`config.mk`:
```
export PLATFORM = sky130hd
export DESIGN_NAME = page_bitmap_allocator_flat
export DESIGN_NICKNAME = d
export VERILOG_FILES = /design/src/rtl/pba_pkg.sv /design/src/rtl/pba_req_if.sv /design/src/rtl/pba_rsp_if.sv /design/src/rtl/page_bitmap_allocator.sv /design/src/flat_wrapper.sv
export SDC_FILE = /design/constraint.sdc
export NUM_CORES = 2
export LEC_CHECK = 0
export ABC_AREA = 1
export BUFFER_PORTS_ARGS = -buffer_cell sky130_fd_sc_hd__buf_2
export CORE_UTILIZATION = 25
export DETAILED_ROUTE_END_ITERATION = 6
export PLACE_DENSITY_LB_ADDON = 0.15
export SYNTH_ARGS = -nofsm -noshare
export SYNTH_HDL_FRONTEND = slang
export SYNTH_SLANG_ARGS = --single-unit
```
`constraint.sdc`:
```
create_clock -name clk_i -period 21.3 [get_ports clk_i]
set_clock_uncertainty 0.2 [all_clocks]
set_input_delay 0 -clock clk_i [delete_from_list [all_inputs] [get_ports clk_i]]
set_output_delay 0 -clock clk_i [all_outputs]
set_load 0.005 [all_outputs]
```
`src/rtl/pba_pkg.sv`:
```
`timescale 1ns / 1ps
// ----------------------------------------------------------------------------
// pba_pkg
// Shared constants of the page bitmap allocator: defaults, field widths,
// opcodes and status codes.
// ----------------------------------------------------------------------------
package pba_pkg;

  localparam int unsigned NUM_PAGES_DEF  = 1024;
  localparam int unsigned BOOT_PAGES_DEF = 64;

  localparam int unsigned START_W  = 10;
  localparam int unsigned COUNT_W  = 11;
  localparam int unsigned STATUS_W = 2;
  localparam int unsigned FIRST_W  = 10;
  localparam int unsigned FREE_W   = 11;

  localparam logic OP_ALLOC = 1'b0;
  localparam logic OP_FREE  = 1'b1;

  localparam logic [STATUS_W-1:0] STATUS_OK       = 2'd0;
  localparam logic [STATUS_W-1:0] STATUS_ZERO_CNT = 2'd1;
  localparam logic [STATUS_W-1:0] STATUS_TOO_FEW  = 2'd2;
  localparam logic [STATUS_W-1:0] STATUS_NO_RUN   = 2'd3;

endpackage

```
`src/rtl/pba_req_if.sv`:
```
`timescale 1ns / 1ps
// ----------------------------------------------------------------------------
// pba_req_if
// Request channel: allocate or free a range of pages.
// ----------------------------------------------------------------------------
interface pba_req_if;
  logic                          valid;
  logic                          ready;
  logic                          opcode;
  logic [pba_pkg::START_W-1:0]   start_page;
  logic [pba_pkg::COUNT_W-1:0]   page_count;

  modport source (output valid, output opcode, output start_page, output page_count,
                  input ready);
  modport sink   (input valid, input opcode, input start_page, input page_count,
                  output ready);
endinterface

```
`src/rtl/pba_rsp_if.sv`:
```
`timescale 1ns / 1ps
// ----------------------------------------------------------------------------
// pba_rsp_if
// Response channel: status, granted start page and free page count.
// ----------------------------------------------------------------------------
interface pba_rsp_if;
  logic                          valid;
  logic                          ready;
  logic [pba_pkg::STATUS_W-1:0]  status;
  logic [pba_pkg::FIRST_W-1:0]   first_page;
  logic [pba_pkg::FREE_W-1:0]    pages_free;

  modport source (output valid, output status, output first_page, output pages_free,
                  input ready);
  modport sink   (input valid, input status, input first_page, input pages_free,
                  output ready);
endinterface

```
`src/rtl/page_bitmap_allocator.sv`:
```
`timescale 1ns / 1ps
// ----------------------------------------------------------------------------
// page_bitmap_allocator
// First-fit contiguous page allocator over a one-bit-per-page map held in a
// 32-bit wide synchronous RAM, with a running free page count.
//
//   channel | dir | payload                              | accepted when
//   --------+-----+--------------------------------------+-----------------
//   req_i   | in  | opcode, start_page, page_count       | valid && ready
//   rsp_o   | out | status, first_page, pages_free       | valid && ready
//
// One request at a time. Rejects pass from S_CHECK through S_DONE to the
// response register. Allocate: S_CHECK, then a scan of up to MAP_WORDS map
// words (one map word per cycle through the RAM read port), then a read and
// a write back per map word touched by the granted run. Free: a read, then a
// modify and write back, per map word touched. After reset a sweep writes the
// initial map while ready is low. A waiting response does not block the next
// request; only its completion waits for the response register to empty.
// ----------------------------------------------------------------------------
module page_bitmap_allocator #(
  parameter int unsigned NUM_PAGES  = pba_pkg::NUM_PAGES_DEF,
  parameter int unsigned BOOT_PAGES = pba_pkg::BOOT_PAGES_DEF
) (
  input  logic       clk_i,
  input  logic       rst_ni,
  pba_req_if.sink    req_i,
  pba_rsp_if.source  rsp_o
);

  localparam int unsigned MAP_WORDS = (NUM_PAGES + 31) / 32;
  localparam int unsigned WW        = (MAP_WORDS > 1) ? $clog2(MAP_WORDS) : 1;
  localparam int unsigned EW        = (WW + 6 > 12) ? WW + 6 : 12;
  localparam int unsigned FW        = $clog2(NUM_PAGES + 1);
  localparam int unsigned CW        = (FW > pba_pkg::COUNT_W) ? FW : pba_pkg::COUNT_W;
  localparam int unsigned RES_PAGES = (BOOT_PAGES < NUM_PAGES) ? BOOT_PAGES
                                                               : NUM_PAGES;

  localparam logic [2:0] S_INIT  = 3'd0;
  localparam logic [2:0] S_IDLE  = 3'd1;
  localparam logic [2:0] S_CHECK = 3'd2;
  localparam logic [2:0] S_SCAN  = 3'd3;
  localparam logic [2:0] S_RD    = 3'd4;
  localparam logic [2:0] S_WR    = 3'd5;
  localparam logic [2:0] S_DONE  = 3'd6;

  // lowest set bit
  function automatic logic [4:0] lsb_idx(input logic [31:0] v);
    logic [4:0] idx;
    idx = 5'd0;
    for (int i = 31; i >= 0; i--) begin
      if (v[i]) idx = 5'(i);
    end
    return idx;
  endfunction

  // highest set bit
  function automatic logic [4:0] msb_idx(input logic [31:0] v);
    logic [4:0] idx;
    idx = 5'd0;
    for (int i = 0; i < 32; i++) begin
      if (v[i]) idx = 5'(i);
    end
    return idx;
  endfunction

  function automatic logic [5:0] popcnt32(input logic [31:0] v);
    logic [5:0] n;
    n = 6'd0;
    for (int i = 0; i < 32; i++) begin
      n = n + 6'(v[i]);
    end
    return n;
  endfunction

  // low n bits set, n in 0..32
  function automatic logic [31:0] below32(input logic [5:0] n);
    logic [31:0] m;
    if (n[5]) m = '1;
    else      m = (32'd1 << n[4:0]) - 32'd1;
    return m;
  endfunction

  // bits of map word w whose page index is below lim
  function automatic logic [31:0] word_below(input logic [WW-1:0] w, input logic [EW-1:0] lim);
    logic [EW-1:0] base;
    logic [31:0]   m;
    base = EW'({w, 5'b0});
    if (lim >= base + EW'(32)) m = '1;
    else if (lim <= base)      m = '0;
    else                       m = below32(6'(lim - base));
    return m;
  endfunction

  // map RAM
  logic [31:0]   map_mem [MAP_WORDS];
  logic          mem_re;
  logic [WW-1:0] mem_raddr;
  logic          mem_we;
  logic [WW-1:0] mem_waddr;
  logic [31:0]   mem_wdata;
  logic [31:0]   rdata_q;

  always_ff @(posedge clk_i) begin
    if (mem_we) map_mem[mem_waddr] <= mem_wdata;
    if (mem_re) rdata_q <= map_mem[mem_raddr];
  end

  // control
  logic [2:0]    state_q, state_d;
  logic [WW-1:0] init_cnt_q, init_cnt_d;
  logic [FW-1:0] free_q, free_d;
  logic          rsp_valid_q, rsp_valid_d;

  // request and working registers
  logic                          op_q, op_d;
  logic [pba_pkg::START_W-1:0]   start_q, start_d;
  logic [pba_pkg::COUNT_W-1:0]   count_q, count_d;
  logic [WW-1:0]                 word_q, word_d;
  logic [pba_pkg::COUNT_W-1:0]   runlen_q, runlen_d;
  logic [EW-1:0]                 seg_start_q, seg_start_d;
  logic [EW-1:0]                 lo_q, lo_d;
  logic [EW-1:0]                 hi_q, hi_d;
  logic [pba_pkg::STATUS_W-1:0]  status_q, status_d;
  logic [EW-1:0]                 first_q, first_d;
  logic [pba_pkg::STATUS_W-1:0]  rsp_status_q, rsp_status_d;
  logic [pba_pkg::FIRST_W-1:0]   rsp_first_q, rsp_first_d;
  logic [pba_pkg::FREE_W-1:0]    rsp_free_q, rsp_free_d;

  // scan datapath
  logic [EW-1:0] base;
  logic [31:0]   free_bits, used_bits;
  logic          all_free;
  logic [5:0]    lead, top;
  logic          cont_hit;
  logic [EW-1:0] cont_start;
  logic [31:0]   lvl [6];
  logic [31:0]   fit;
  logic          inner_hit;
  logic [EW-1:0] inner_start;
  logic          scan_hit;
  logic [EW-1:0] hit_start;

  // read-modify-write datapath
  logic [4:0]    lo_cut;
  logic [EW-1:0] hi_diff;
  logic [5:0]    hi_cut;
  logic [31:0]   rmask;
  logic [WW-1:0] last_word;
  logic [5:0]    freed;
  logic [EW-1:0] free_end;

  logic req_fire;
  logic rsp_fire;

  assign req_fire = req_i.valid && req_i.ready;
  assign rsp_fire = rsp_valid_q && rsp_o.ready;

  always_comb begin
    logic [pba_pkg::COUNT_W-1:0] lowmask;
    base      = EW'({word_q, 5'b0});
    free_bits = ~rdata_q & word_below(word_q, EW'(NUM_PAGES));
    used_bits = ~free_bits;
    all_free  = &free_bits;
    lead      = all_free ? 6'd32 : {1'b0, lsb_idx(used_bits)};
    top       = all_free ? 6'd32 : 6'(5'd31 - msb_idx(used_bits));
    // run carried in from lower words, extended by the free bits at bit 0
    cont_hit   = (12'(runlen_q) + 12'(lead)) >= 12'(count_q);
    cont_start = (runlen_q == '0) ? base : seg_start_q;

    // lvl[k][i]: 2^k free pages starting at bit i inside this word
    lvl[0] = free_bits;
    for (int k = 0; k < 5; k++) begin
      lvl[k+1] = lvl[k] & (lvl[k] >> (1 << k));
    end
    fit = '1;
    for (int k = 0; k < 6; k++) begin
      lowmask = pba_pkg::COUNT_W'((1 << k) - 1);
      if (count_q[k]) fit = fit & (lvl[k] >> 6'(count_q & lowmask));
    end
    inner_hit   = (count_q <= pba_pkg::COUNT_W'(32)) && (fit != '0);
    inner_start = base + EW'(lsb_idx(fit));
    scan_hit    = cont_hit || inner_hit;
    hit_start   = cont_hit ? cont_start : inner_start;

    lo_cut    = (lo_q > base) ? 5'(lo_q - base) : 5'd0;
    hi_diff   = hi_q - base;
    hi_cut    = (hi_diff >= EW'(32)) ? 6'd32 : 6'(hi_diff);
    rmask     = (32'hFFFF_FFFF << lo_cut) & below32(hi_cut);
    last_word = WW'((hi_q - EW'(1)) >> 5);
    freed     = popcnt32(rdata_q & rmask);
  end

  assign free_end = (EW'(start_q) + EW'(count_q) < EW'(NUM_PAGES))
                  ? EW'(start_q) + EW'(count_q) : EW'(NUM_PAGES);

  always_comb begin
    state_d      = state_q;
    init_cnt_d   = init_cnt_q;
    free_d       = free_q;
    rsp_valid_d  = rsp_valid_q && !rsp_o.ready;
    op_d         = op_q;
    start_d      = start_q;
    count_d      = count_q;
    word_d       = word_q;
    runlen_d     = runlen_q;
    seg_start_d  = seg_start_q;
    lo_d         = lo_q;
    hi_d         = hi_q;
    status_d     = status_q;
    first_d      = first_q;
    rsp_status_d = rsp_status_q;
    rsp_first_d  = rsp_first_q;
    rsp_free_d   = rsp_free_q;
    mem_re       = 1'b0;
    mem_raddr    = word_q;
    mem_we       = 1'b0;
    mem_waddr    = word_q;
    mem_wdata    = (op_q == pba_pkg::OP_ALLOC) ? (rdata_q | rmask) : (rdata_q & ~rmask);

    case (state_q)
      S_INIT: begin
        mem_we    = 1'b1;
        mem_waddr = init_cnt_q;
        mem_wdata = word_below(init_cnt_q, EW'(RES_PAGES));
        init_cnt_d = init_cnt_q + WW'(1);
        if (init_cnt_q == WW'(MAP_WORDS - 1)) state_d = S_IDLE;
      end
      S_IDLE: begin
        if (req_fire) begin
          op_d    = req_i.opcode;
          start_d = req_i.start_page;
          count_d = req_i.page_count;
          state_d = S_CHECK;
        end
      end
      S_CHECK: begin
        status_d = pba_pkg::STATUS_OK;
        first_d  = '0;
        if (count_q == '0) begin
          status_d = pba_pkg::STATUS_ZERO_CNT;
          state_d  = S_DONE;
        end else if (op_q == pba_pkg::OP_ALLOC) begin
          if (CW'(count_q) > CW'(free_q)) begin
            status_d = pba_pkg::STATUS_TOO_FEW;
            state_d  = S_DONE;
          end else begin
            mem_re    = 1'b1;
            mem_raddr = '0;
            word_d    = '0;
            runlen_d  = '0;
            state_d   = S_SCAN;
          end
        end else if (EW'(start_q) >= EW'(NUM_PAGES)) begin
          state_d = S_DONE;
        end else begin
          lo_d    = EW'(start_q);
          hi_d    = free_end;
          word_d  = WW'(EW'(start_q) >> 5);
          state_d = S_RD;
        end
      end
      S_SCAN: begin
        if (scan_hit) begin
          lo_d    = hit_start;
          hi_d    = hit_start + EW'(count_q);
          word_d  = WW'(hit_start >> 5);
          first_d = hit_start;
          free_d  = free_q - FW'(count_q);
          state_d = S_RD;
        end else if (word_q == WW'(MAP_WORDS - 1)) begin
          status_d = pba_pkg::STATUS_NO_RUN;
          state_d  = S_DONE;
        end else begin
          if (all_free) begin
            runlen_d    = runlen_q + pba_pkg::COUNT_W'(32);
            seg_start_d = cont_start;
          end else begin
            runlen_d    = pba_pkg::COUNT_W'(top);
            seg_start_d = base + EW'(6'd32 - top);
          end
          mem_re    = 1'b1;
          mem_raddr = word_q + WW'(1);
          word_d    = word_q + WW'(1);
        end
      end
      S_RD: begin
        mem_re  = 1'b1;
        state_d = S_WR;
      end
      S_WR: begin
        mem_we = 1'b1;
        // only pages that were in use raise the count
        if (op_q == pba_pkg::OP_FREE) free_d = free_q + FW'(freed);
        if (word_q == last_word) begin
          state_d = S_DONE;
        end else begin
          word_d  = word_q + WW'(1);
          state_d = S_RD;
        end
      end
      S_DONE: begin
        if (!rsp_valid_q || rsp_o.ready) begin
          rsp_valid_d  = 1'b1;
          rsp_status_d = status_q;
          rsp_first_d  = pba_pkg::FIRST_W'(first_q);
          rsp_free_d   = pba_pkg::FREE_W'(free_q);
          state_d      = S_IDLE;
        end
      end
      default: begin
        state_d = S_IDLE;
      end
    endcase
  end

  always_ff @(posedge clk_i or negedge rst_ni) begin
    if (!rst_ni) begin
      state_q     <= S_INIT;
      init_cnt_q  <= '0;
      free_q      <= FW'(NUM_PAGES - RES_PAGES);
      rsp_valid_q <= 1'b0;
    end else begin
      state_q     <= state_d;
      init_cnt_q  <= init_cnt_d;
      free_q      <= free_d;
      rsp_valid_q <= rsp_valid_d;
    end
  end

  always_ff @(posedge clk_i) begin
    op_q         <= op_d;
    start_q      <= start_d;
    count_q      <= count_d;
    word_q       <= word_d;
    runlen_q     <= runlen_d;
    seg_start_q  <= seg_start_d;
    lo_q         <= lo_d;
    hi_q         <= hi_d;
    status_q     <= status_d;
    first_q      <= first_d;
    rsp_status_q <= rsp_status_d;
    rsp_first_q  <= rsp_first_d;
    rsp_free_q   <= rsp_free_d;
  end

  assign req_i.ready      = (state_q == S_IDLE);
  assign rsp_o.valid      = rsp_valid_q;
  assign rsp_o.status     = rsp_status_q;
  assign rsp_o.first_page = rsp_first_q;
  assign rsp_o.pages_free = rsp_free_q;

endmodule

```
`src/flat_wrapper.sv`:
```
// flat-port wrapper written by rule: the top's interface ports become plain ports
module page_bitmap_allocator_flat 
#(
  parameter int unsigned NUM_PAGES  = pba_pkg::NUM_PAGES_DEF,
  parameter int unsigned BOOT_PAGES = pba_pkg::BOOT_PAGES_DEF
)
  (clk_i, rst_ni, req_i_valid, req_i_opcode, req_i_start_page, req_i_page_count, req_i_ready, rsp_o_valid, rsp_o_status, rsp_o_first_page, rsp_o_pages_free, rsp_o_ready);
  pba_req_if req_i_i ();
  pba_rsp_if rsp_o_i ();
  input  logic clk_i;
  input  logic rst_ni;
  input wire logic [$bits(req_i_i.valid)-1:0] req_i_valid;
  input wire logic [$bits(req_i_i.opcode)-1:0] req_i_opcode;
  input wire logic [$bits(req_i_i.start_page)-1:0] req_i_start_page;
  input wire logic [$bits(req_i_i.page_count)-1:0] req_i_page_count;
  output wire logic [$bits(req_i_i.ready)-1:0] req_i_ready;
  output wire logic [$bits(rsp_o_i.valid)-1:0] rsp_o_valid;
  output wire logic [$bits(rsp_o_i.status)-1:0] rsp_o_status;
  output wire logic [$bits(rsp_o_i.first_page)-1:0] rsp_o_first_page;
  output wire logic [$bits(rsp_o_i.pages_free)-1:0] rsp_o_pages_free;
  input wire logic [$bits(rsp_o_i.ready)-1:0] rsp_o_ready;
  assign req_i_i.valid = req_i_valid;
  assign req_i_i.opcode = req_i_opcode;
  assign req_i_i.start_page = req_i_start_page;
  assign req_i_i.page_count = req_i_page_count;
  assign req_i_ready = req_i_i.ready;
  assign rsp_o_valid = rsp_o_i.valid;
  assign rsp_o_status = rsp_o_i.status;
  assign rsp_o_first_page = rsp_o_i.first_page;
  assign rsp_o_pages_free = rsp_o_i.pages_free;
  assign rsp_o_i.ready = rsp_o_ready;
  page_bitmap_allocator #(.NUM_PAGES(NUM_PAGES), .BOOT_PAGES(BOOT_PAGES)) u_core (.clk_i(clk_i), .rst_ni(rst_ni), .req_i(req_i_i), .rsp_o(rsp_o_i));
endmodule
```
==> reports/qor.yml <==
layout_common_cells: "1644 x nand2_1, 1165 x edfxtp_1, 1136 x nand3_1"
arrival_ns: 12.26
crit_slowest_cell: "edfxtp_1"
fin_crit_ns: 11.73
clockRootBuffer: "clkbuf_16"
num_io_pins: 51
cts.sinks: 1185
p_int_mw: 6.05
critical_path.max_fanout: 18
worst_pin_slew_ns: 1.30
rsz0062_at_grt: "false"
cp.buffers_inverters: 8
cp-start-kind: "flop"
start_util_pct: 25.2
hold_viol_final: 0
cts_buffer_depth: 3
finalSetupViolations: 0
via_count: 46000
ys_ff_latch: 1185
finalWeightedCongestion: 0.880
layout.nets: 6549
required_ns: 21.83
seq_area_frac_synth_pct: 58.6
fillers: 25100
finalCritPeriodShare_pct: 55.1
crit_top_cell: "fa_1"
crit_family: "adder cells"
yosys_warnings: 0
clkTransAtPathRegs_ns: 0.06
rows: 180
wl_per_cell_microns: 22.7
ys_types: 63
cts_max_level: 4
antenna_left: 0
synth.avg_cell_area_sq_um: 9.50
final_cell_count_no_fill: 9702
relSlewSlack_pct: 12.2
fin_area_sq_um: 69600
maxSlewViolCount: 0
antenna_found_initial: 2
port-buffer-count: 50
cts-resized-gates: 0
grt_max_degree: 178
grt_pass1_vias: 44900
p_sw_mw: 4.15
cp-end-kind: "flop"
placed_area_sq_um: 64600
pre_cts_ws_ns: 9.64
chipHeight_microns: 494
first_iter_violations: 3760
die_x_microns: 494
die_area_sq_um: 244000
syn_inst: 6378
drv_cap: 0
drive_gt1_share_pct: 7.77
wirelength_mm: 220
p_per_area_nw_per_um2: 147
worst_slack_ns: 9.57
numCtsBuffers: 143
core_area_sq_um: 241000
drcViolationCount: 0
critical_path_class: "reg -> reg"
first_pass_iters: 6
r2r_cells: 47
synth_edf_count: 1165
crit_cells: 47
irDropWorstVdd_v: 0.000147
total_power_mw: 10.2
grtUsageTotal_pct: 17.8
pwr-share-seq_pct: 37.4
viasPerCell: 4.74
switching_share_pct: 40.7
power.share.clock_pct: 23.4
grt_pass1_wl_mm: 322
cts_tree: "yes"
areaGrowthSynthToFinish_pct: 14.8
slowest_delay_ns: 0.67
synthesis.area_sq_um: 60600
synthFlopType: "edfxtp_1"
worstHoldPathCells: 6
overflow: 0
static-leakage-power_nw: 27.4
async_flop_share_pct: 1.69
final.setup.tns_ns: 0
outcome: "complete, no violations"
clk_latency_ns: 0.82
comb_power_share_pct: 39.2
final_common_cell: "nand2_1"
min-delay-path-class: "in -> reg"
dp_hpwl_mm: 130
dp.cells: 9388
clock.fmax_mhz: 85.2
[final timing paths]
kind | start | slack (ns) | end
worst min register to register | u_core.first_q[3]$_SDFFCE_PN0P_ | 0.22 | u_core.rsp_o.first_page[3]$_DFFE_PP_
min in group asynchronous | rst_ni | 0.53 | u_core.free_q[10]$_DFFE_PN0P_
max in group asynchronous | rst_ni | 20.15 | u_core.free_q[9]$_DFFE_PN1P_
worst max-delay path | u_core.word_q[0]$_DFFE_PP_ | 9.57 | u_core.free_q[8]$_DFFE_PN1P_
worst max register to register | u_core.word_q[0]$_DFFE_PP_ | 9.57 | u_core.free_q[8]$_DFFE_PN1P_
worst min-delay path | req_i_valid | 0.1 | u_core.state_q[2]$_DFFE_PN0P_
[synthesized netlist by cell type, drive strengths merged (9+ instances only)]
cell | number | share of area [%]
xor2 | 25 | 0.36
fa | 31 | 1.0
nor2 | 280 | 1.8
o21ai | 288 | 2.4
nor4 | 9 | 0.093
xnor2 | 15 | 0.22
nor3 | 35 | 0.29
buf | 248 | 2.4
ha | 93 | 1.9
a31oi | 17 | 0.18
inv | 727 | 4.5
clkbuf | 105 | 0.65
a21oi | 132 | 1.1
edfxtp | 1165 | 58
nand4 | 42 | 0.43
o211ai | 22 | 0.27
dfrtp | 16 | 0.66
nand2 | 1655 | 10
nand3b | 227 | 2.8
nand3 | 1140 | 9.4
o22ai | 31 | 0.32
[per-stage QoR]
step / util [%] / hold slack (ns)
finish: 28.9 / 0.0954
global route: 28.9 / 0.144
CTS: 28.9 / 0.0271
detailed placement: 26.8 / -0.184
global placement: 26.8 / -0.188
floorplan: - / -0.496
[power by group through the flow]
stage	clock, mW	sequential (mW)	combinational, mW
global placement	0	3.86	4.05
floorplan	0	3.87	2.34
finish	2.39	3.81	4.00
detailed placement	0	3.86	4.04
CTS	2.46	3.82	4.06
global route	2.54	3.85	4.41
[flip-flops by register name, indices dropped and copies added (netlist names), 10 cells and up]
register / cells
u_core.start_q: 10
u_core.map_mem: 1024
u_core.free_q: 11
u_core.lo_q: 12
u_core.runlen_q: 11
u_core.hi_q: 12
u_core.seg_start_q: 12
u_core.count_q: 11
u_core.first_q: 10
u_core.rdata_q: 32
u_core.rsp_o.pages_free: 11
u_core.rsp_o.first_page: 10
[timing repair]
action,CTS,global route
hold buffers,51,0
buffers inserted,0,0
hold endpoints to repair,91,0
[tightest hold or removal path, delay by kind of cell]
family	cells	cell delay, ns
buffers and inverters	3	0.78
AOI/OAI and AO/OA	2	0.17
and+or+nand+nor	1	0.11
[logic make-up (layout without fill, tap and decap cells)]
| group | Yosys count | after routing | share of synthesized area, % |
|---|---|---|---|
| AO/OA/AOI/OAI | 544 | 544 | 4.98 |
| multiplexers | 1 | 1 | 0.0165 |
| other | 2 | 11 | 0.0124 |
| XOR/XNOR | 40 | 40 | 0.578 |
| AND/OR/NAND/NOR | 3399 | 3399 | 25.3 |
| buffers and inverters | 1083 | 1213 | 7.56 |
| flip-flops | 1185 | 1185 | 58.6 |
| adder cells (fa/ha/maj) | 124 | 124 | 2.94 |
[area by class of cell]
class	instances	area (sq um)	share of cell area (%)
tap	3185	3990	5.73
timing repair buffer	225	1760	2.54
clock buffer	176	3700	5.32
antenna	5	12.5	0.0180
inverter	730	2760	3.96
sequential	1185	35500	51.0
multi-input combinational	4114	21100	30.3
clock inverter	82	774	1.11
[layer usage]
metal / global-route usage [%] / vias up / share of wire (%) / wire length, microns
met1: 24.4 / 22900 / 47 / 103000
met5: 0 / - / 0 / 0
met4: 4.55 / 0 / 2.2 / 4800
met2: 29.8 / 1055 / 48 / 105000
li1: - / 21800 / - / -
met3: 2.06 / 245 / 3.6 / 7960
No activity file was read; power rests on OpenSTA's default activity.
